[src/gha_pkg.sv]
// Shared types and constants of the generational handle allocator.
// Used by the controller, the datapath and the top level; no dependencies.
package gha_pkg;

	localparam int SLOT_COUNT = 1024;
	localparam int IDX_W      = $clog2(SLOT_COUNT);
	localparam int CNT_W      = IDX_W + 1;
	localparam int GEN_W      = 32;

	localparam logic [GEN_W-1:0] FIRST_GEN = GEN_W'(1);
	localparam logic [GEN_W-1:0] LAST_GEN  = {GEN_W{1'b1}};

	typedef enum logic [1:0] {
		FUNC_CREATE    = 2'd0,
		FUNC_DESTROY   = 2'd1,
		FUNC_QUERY     = 2'd2,
		FUNC_HANDLE_AT = 2'd3
	} func_t;

	localparam logic [1:0] ST_UNUSED  = 2'd0;
	localparam logic [1:0] ST_ALIVE   = 2'd1;
	localparam logic [1:0] ST_RETIRED = 2'd2;

	typedef struct packed {
		logic [1:0]       func;
		logic [IDX_W-1:0] entity_index;
		logic [GEN_W-1:0] entity_generation;
	} in_item_t;

	typedef struct packed {
		logic             ok;
		logic [IDX_W-1:0] handle_index;
		logic [GEN_W-1:0] handle_generation;
		logic [CNT_W-1:0] alive_count;
	} out_item_t;

	typedef struct packed {
		logic [1:0]       state;
		logic [GEN_W-1:0] gen;
	} slot_word_t;

	typedef struct packed {
		logic accept;
		logic stk_re;
		logic slot_re;
		logic slot_from_stack;
		logic fire;
	} gha_cmd_t;

	typedef struct packed {
		logic go_pop;
		logic go_read;
		logic out_free;
	} gha_sts_t;

endpackage

[src/gha_ctrl.sv]
// Sequencer of the handle allocator: steps each transaction through its
// memory reads. Depends on gha_pkg.
module gha_ctrl
	import gha_pkg::*;
(
	input  logic     clk,
	input  logic     arst_n,
	input  logic     in_valid,
	input  gha_sts_t sts,
	output gha_cmd_t cmd,
	output logic     in_stall
);

	typedef enum logic [4:0] {
		S_IDLE = 5'b00001,
		S_POP  = 5'b00010,
		S_POPD = 5'b00100,
		S_READ = 5'b01000,
		S_EVAL = 5'b10000
	} state_t;

	state_t state_q, state_d;

	always_comb begin
		cmd = '0;
		state_d = state_q;
		case (state_q)
			S_IDLE: begin
				cmd.accept = in_valid;
				if (in_valid) begin
					if (sts.go_pop) begin
						state_d = S_POP;
					end else if (sts.go_read) begin
						state_d = S_READ;
					end else begin
						state_d = S_EVAL;
					end
				end
			end
			S_POP: begin
				cmd.stk_re = 1'b1;
				state_d = S_POPD;
			end
			S_POPD: begin
				cmd.slot_re = 1'b1;
				cmd.slot_from_stack = 1'b1;
				state_d = S_EVAL;
			end
			S_READ: begin
				cmd.slot_re = 1'b1;
				state_d = S_EVAL;
			end
			S_EVAL: begin
				cmd.fire = sts.out_free;
				if (sts.out_free) begin
					state_d = S_IDLE;
				end
			end
			default: begin
				state_d = S_IDLE;
			end
		endcase
	end

	always_ff @(posedge clk or negedge arst_n) begin
		if (!arst_n) begin
			state_q <= S_IDLE;
		end else begin
			state_q <= state_d;
		end
	end

	assign in_stall = (state_q != S_IDLE);

endmodule

[config.mk]
export PLATFORM = sky130hd
export DESIGN_NAME = gha_ctrl
export DESIGN_NICKNAME = d
export VERILOG_FILES = /design/src/gha_pkg.sv /design/src/gha_ctrl.sv
export SDC_FILE = /design/constraint.sdc
export NUM_CORES = 1
export LEC_CHECK = 0
export BUFFER_PORTS_ARGS = -buffer_cell sky130_fd_sc_hd__buf_4
export CORE_AREA = 2 2 39 41
export CTS_BUF_LIST = sky130_fd_sc_hd__clkbuf_16
export DETAILED_ROUTE_END_ITERATION = 7
export DIE_AREA = 0 0 41 43
export MAX_ROUTING_LAYER = met4
export PLACE_DENSITY = 0.53
export SLEW_MARGIN = 5
export SYNTH_ARGS = -nofsm -noshare
export SYNTH_HDL_FRONTEND = slang
export SYNTH_SLANG_ARGS = --single-unit
[constraint.sdc]
create_clock -name clk -period 3.4 [get_ports clk]
set_input_delay 0.51 -clock clk [delete_from_list [all_inputs] [get_ports clk]]
set_output_delay 0.51 -clock clk [all_outputs]
set_load 0.01 [all_outputs]
# Yosys cells after proc, flatten, opt, wreduce, memory -nomap -nowiden
# Cells that the tools add are included.
# word_totals
register_bits,5
out_inout_bits,6
word_cells,21
in_bits,6
# op_classes
eq_ne,8
reduce_logical,2
n_mux,10
# op_table
cell,n
$mux W5,4
$pmux W5 S4,1
$eq A5 B1 Y1 const B,1
$eq A5 B2 Y1 const B,1
$eq A5 B3 Y1 const B,1
$eq A5 B4 Y1 const B,1
$eq A5 B5 Y1 const B,1
$mux W1,5
$ne A5 B1 Y1 const B,1
$ne A2 B2 Y1 const B,2
$reduce_and A2 Y1,1
$reduce_or A2 Y1,1

# Logic depth before layout (Yosys ltp)
# Gate-level depths: netlist of run 1.
# depth
ltp_word,4
depth_mapped,5
depth_no_buf,4

# Worst setup path before layout of run 1
# Ideal clock, no wire load.
# synth_timing
path_kind,reg-to-output
start,reg state_q[2]
end,out cmd[0] (netlist name)
path_buffers,1
path_stages_with_launch,4
slack_ns,1.929
t_arrival_ns,0.961
required_time_ns,2.890
cell_sequence,dfrtp_1 -> buf_6 -> nor4_1 -> and3_2
# synth_rtl
item,line,text
start: declaration,gha_ctrl.sv:22,"state_t state_q, state_d;"
start signal: assignment,gha_ctrl.sv:69,state_q <= state_d;
end: declaration,gha_ctrl.sv:10,"output gha_cmd_t cmd,"

==> results.md, run 1 <==
* Seq pwr share at about a quarter
* Largest cells by area after synthesis: dfrtp_1 (31%), dfstp_2 (8.1%), nor4_1 (5.8%), and4_1 (5.4%), and3_2 (4.6%)
* Final Util at 35.7%
* Ys async rst share at 100%
* Clock insertion delay at the later pin of the skew report at between 200 and 250 ps
* Max reg flops at 5
* VDD IR max at 0.569 mV
* LEAKAGE at approximately 0.24 nW
* Clock Tree Root: clkbuf_16
* Psw at roughly 0.00011 W
* Vias at roughly 310
* TNS Setup at 0 ps
* Worst Tran Pin Value at 272 ps
* Initial DRC Count at 3
* DR WL/cell at 11.4 um
* CTS tree: done
* Final Wtd Congestion at ~0.7
* Post-synth top area share at approximately 31%
* Pwr/cell area at ~800 nW/um2
* Most flops, register: state_q
* Area of the core at between 1000 and 1500 um2
* Max-slew violation count at 0
* Syn Nets at 39
* Number of global-route vias before repair at between 200 and 300
* Initial antenna violation count at 0
* DIE HEIGHT at roughly 43 um
* Crit path time final at 1840 ps
* Max Root-Sink Buffers at 2
* Reg2Reg Setup Slack at between 2000 and 2500 ps
* Fin. Hold Viols at 0
* Largest registers: state_q (5)
* Cell-internal power at roughly 0.00029 W
* Layout area overhead at 52.5%
* Synth cell count leaders: dfrtp_1 (4), nor2_1 (4), inv_1 (3), nor4_1 (3)
* Rel. slew slack at between 80% and 90%
* Sequential area share after synthesis at 39.0%
* RSZ-0062 raised after global routing: false
* PostCTS Resize Cnt at 0
* Area leader, netlist: dfrtp_1
* Switching share of total power at 28.2%
* Ys Warns at 0
* CTS Buf Count at 3
* Antenna Cells at 0
* Pin count of the biggest net entering global routing at 9
* Std cell rows at 14
* Ports at 12
* Crit path launch type: flop
* First-pass GRT wire length at 1190 um
* Vias/cell at 4.94
* Netlist cell types at 20
* HP Class: in -> async
* Final Skew at approximately 4.6 ps
* GR Util All Layers at a little over a tenth
* Nets at between 50 and 60
* Clk pin slew, worst setup/hold paths at approximately 30 ps
* Crit path DAT at about 1300 ps
* Sink Count at 5
* Initial DRT Pass Iterations at 4
* Die footprint at between 1500 and 2000 um2
* CP max FO at 8
* Port Buffers at 11
* Final period util at 54.1%
* H-tree levels at 1
* Grt ovf at 0
* Clock power share at roughly 47%
* Syn Area/Cell at roughly 9.8 um2
* Hold-fix buffers, CTS at 0
* Post-synth EDFFs at 0
* Min Hold Slack at about 74 ps
* Final ANT Viol Nets at 0
* Fmax at roughly 0.54 GHz
* Mapped Cells at 33
* # setup viols final at 0
* Mapped Area at 324 um2
* Post-detail-place hpwl at roughly 550 um
* Combinational share of power at about 28%
* Fraction of layout cells with a size suffix above 1 at 40.4%
* Crit Path Class: reg -> out
* Outcome: finished clean
* # Max-Cap Violations at 0
* Setup bufs post-CTS at 0
* DRC Markers at 0
* Setup crit end kind: output pin
* Die Width at 41 um
* Drt total wl at ~720 um
* Top_reg_cell synth: dfrtp_1
* FF+latch count, synth at 5
* Starting Density at between 20% and 30%
* CP required at a little under 3000 ps
worst max-delay path, stage by stage (launching register included):
cell	delay, ps
dfrtp_1	450
nor4_1	330
and3_2	210
buf_4	110
metrics by stage:
step	cells	total power, W	setup slack, ps	cell area [um2]
2_1_floorplan	33	0.000168	1930	324
3_5_place_dp	59	0.000214	1800	415
5_1_grt	63	0.000427	1450	494
6_report	63	0.000402	1560	494
4_1_cts	63	0.000408	1560	494
3_3_place_gp	59	0.000216	1810	415
area by class of cell:
type / count / area (um2)
Clock buffer: 3 / 75.1
Clock inverter: 1 / 3.75
Fill cell: 142 / 890
Inverter: 3 / 11.3
Multi-Input combinational cell: 24 / 175
Sequential cell: 5 / 126
Tap cell: 16 / 20.0
Timing Repair Buffer: 11 / 82.6
placed cells by master (no fill, tap or decap), drive strengths merged:
master  count
nor3b       1
o32a        1
nor2        4
o21a        1
a211oi      1
and2        1
nand2b      1
dfrtp       4
inv         4
nor4        3
and3        5
and4        2
nand3b      1
dfstp       1
xor2        1
buf        11
a311oi      1
and4b       1
clkbuf      3
power groups by stage:
stage           logic, W  clock network (W)  registers (W)
2_1_floorplan  0.0000758                  0      0.0000923
3_3_place_gp    0.000114                  0       0.000102
3_5_place_dp    0.000113                  0       0.000101
4_1_cts         0.000114           0.000194       0.000100
5_1_grt         0.000124           0.000198       0.000105
6_report        0.000112           0.000189       0.000100
kinds of logic (layout without fill, tap and decap cells):
kind of cell           after synthesis  after routing  share of synthesized area, %
AND/OR/NAND/NOR                     19             19                          40.9
flip-flops                           5              5                          39.0
buffers and inverters                4             18                          6.95
AO/OA/AOI/OAI                        4              4                          10.4
XOR/XNOR                             1              1                          2.70
layer usage:
layer | vias to the layer above | wire length, um | global-route usage (%)
met5 | - | 0 | -
met4 | 0 | 0 | 2.00
met3 | 0 | 94 | 9.95
met2 | 13 | 325 | 12.8
met1 | 145 | 297 | 13.4
li1 | 153 | - | -
path summary, 6_finish.rpt:
kind	from	end	cells past startpoint
max in group asynchronous	arst_n	state_q[0]	1
min in group clk	sts[2]	state_q[1]	2
hold reg to reg	state_q[4]	state_q[2]	1
setup reg to reg	state_q[2]	state_q[4]	3
setup / recovery	state_q[2]	cmd[0]	3
hold / removal	arst_n	state_q[2]	1
Power figures use the tool's default switching activity.
==> run 2, diff against run 1 <==
--- a/config.mk
+++ b/config.mk
@@ -11,7 +11,7 @@
 export DETAILED_ROUTE_END_ITERATION = 7
 export DIE_AREA = 0 0 41 43
 export MAX_ROUTING_LAYER = met4
-export PLACE_DENSITY = 0.53
+export PLACE_DENSITY = 0.55
 export SLEW_MARGIN = 5
 export SYNTH_ARGS = -nofsm -noshare
 export SYNTH_HDL_FRONTEND = slang
==> constraint.sdc (replaced) <==
create_clock -name clk -period 1.54 [get_ports clk]
set_input_delay 0.231 -clock clk [delete_from_list [all_inputs] [get_ports clk]]
set_output_delay 0.231 -clock clk [all_outputs]
set_load 0.01 [all_outputs]
==> results.md, run 2 (synthesis gave the netlist of run 1 again) <==
* HP Class: in -> reg
* Clock insertion delay at the later pin of the skew report at 230 ps (about the same)
* Std cell rows at 14 (unchanged)
* Initial antenna violation count at 0 (unchanged)
* Nets at 56 (+3.7%)
* RSZ-0062 raised after global routing: true
* Max reg flops at 5 (unchanged)
* # setup viols final at 0 (unchanged)
* LEAKAGE at 0.257 nW (+4.8%)
* Post-detail-place hpwl at 552 um (about the same)
* Vias at 314 (+0.96%)
* Area of the core at 1380 um2 (unchanged)
* GR Util All Layers at 12.2% (+1.5 points)
* Crit path launch type: flop
* Starting Density at 23.4% (unchanged)
* Max Root-Sink Buffers at 2 (unchanged)
* DRC Markers at 0 (unchanged)
* Number of global-route vias before repair at 346 (+20%)
* Crit Path Class: reg -> out
* Final Util at 40.0% (+4.2 points)
* Outcome: finished clean
* Most common cell after layout, fill and taps aside: buf_4
* Worst Tran Pin Value at 266 ps (-5.49 ps)
* # Max-Cap Violations at 0 (unchanged)
* Crit path time final at ~1500 ps
* DR WL/cell at 11.9 um (+4.8%)
* Fmax at approximately 0.67 GHz
* Final Wtd Congestion at 0.720 (+3.1%)
* Initial DRC Count at 3 (unchanged)
* Setup crit end kind: output pin
* CTS tree: done
* VDD IR max at 1.05 mV (+84%)
* Clk pin slew, worst setup/hold paths at 30 ps (about the same)
* Layout area overhead at 70.7%
* Ports at 12 (unchanged)
* CTS Buf Count at 3 (unchanged)
* Die Width at 41 um (unchanged)
* DIE HEIGHT at 43 um (unchanged)
* Reg2Reg Setup Slack at 200 ps (-1880 ps)
* CP required at 1310 ps (-1580 ps)
* Max-slew violation count at 0 (unchanged)
* Initial DRT Pass Iterations at 2 (-2)
* Antenna Cells at 0 (unchanged)
* Largest registers: state_q (5)
* Setup WS pre-CTS at 212 ps (-1590 ps)
* Clock Tree Root: clkbuf_16
* Pin count of the biggest net entering global routing at 9 (unchanged)
* Rel. slew slack at 82.2% (+0.43 points)
* Total Power at 0.000997 W (+150%)
* Most flops, register: state_q
* First-pass GRT wire length at 1350 um (+14%)
* Fraction of layout cells with a size suffix above 1 at 55.1% (+15 points)
* Pwr/cell area at 1800 nW/um2 (+120%)
* Drt total wl at 775 um (+8.1%)
* Final ANT Viol Nets at 0 (unchanged)
* Commonest non-fill, non-tap cells in the layout: buf_4 (10), inv_1 (4), and3_4 (3), clkbuf_16 (3)
* Grt ovf at 0 (unchanged)
* Final setup margin at 37.3 ps (-1520 ps)
* Design area at 553 um2 (+12%)
* Placed cell areas at 415 um2 (unchanged)
* Vias/cell at 4.83 (-2.1%)
* H-tree levels at 1 (unchanged)
* Port Buffers at 11 (unchanged)
* Sink Count at 5 (unchanged)
* Final Skew at 0.731 ps (-3.82 ps)
* Final period util at a little over nine tenths
* Crit path DAT at 1270 ps (-60 ps)
* CP max FO at 7 (-1)
* Die footprint at 1760 um2 (unchanged)
* Fin. Hold Viols at 0 (unchanged)
==> run 2: changes by cell type in the layout (fill, tap and decap cells not counted), moves of 2 or more <==
cell	before	now
dfrtp_2	0	2
dfrtp_1	4	2
nor2_2	0	2
nor2_1	4	2
buf_6	0	2
and3_4	1	3
==> run 2: area by class of cell <==
type,count,area (um2)
clock inverters,1,3.75
multi-input cells,24,206
inverters,3,11.3
clock buffers,3,75.1
well taps,16,20.0
flip-flops and latches,5,129
repair buffers,13,108
fillers,151,831
==> run 2: what timing repair did <==
action	4_1_cts	5_1_grt
resized for setup	3	8
setup buffers	0	1
endpoints found under the setup margin	2	3
pin swaps	0	3
endpoints found under the hold margin	5	0
hold buffers	1	0
==> run 2: report_power, final <==
part	switching, W	leakage [nW]	total [W]	internal (W)
sequential	0.0000663	0.0618	0.000240	0.000173
combinational	0.000133	0.152	0.000338	0.000205
clock	0.0000835	0.0423	0.000420	0.000336
==> run 2: worst max-delay path: stages, from the launching register on <==
cell and delay, ps:
dfstp_2 600, and3_4 220, and2_4 130, buf_6 90
==> run 2: final timing paths <==
| kind | from | endpoint | cells after the start |
|---|---|---|---|
| worst max-delay path | state_q[0] | cmd[4] | 3 |
| worst min-delay path | sts[2] | state_q[1] | 2 |
| worst max register to register | state_q[0] | state_q[4] | 3 |
| worst min register to register | state_q[4] | state_q[2] | 1 |
| max in group asynchronous | arst_n | state_q[0] | 2 |
| min in group asynchronous | arst_n | state_q[2] | 2 |
==> run 2: per-stage QoR <==
stage,TNS (ps),std cells,hold slack [ps]
floorplan,0,33,-64.6
global placement,0,59,34.2
detailed placement,0,59,35.2
CTS,0,64,263
global route,-49.6,65,273
finish,0,65,260
==> run 2: per-layer routing <==
| layer | global-route usage, % | vias to the layer above | wire length, um |
|---|---|---|---|
| met2 | 18.4 | 9 | 392 |
| met1 | 12.5 | 148 | 313 |
| met3 | 3.14 | 2 | 48 |
| met5 | - | - | 0 |
| met4 | 10.0 | 0 | 21 |
| li1 | - | 155 | - |
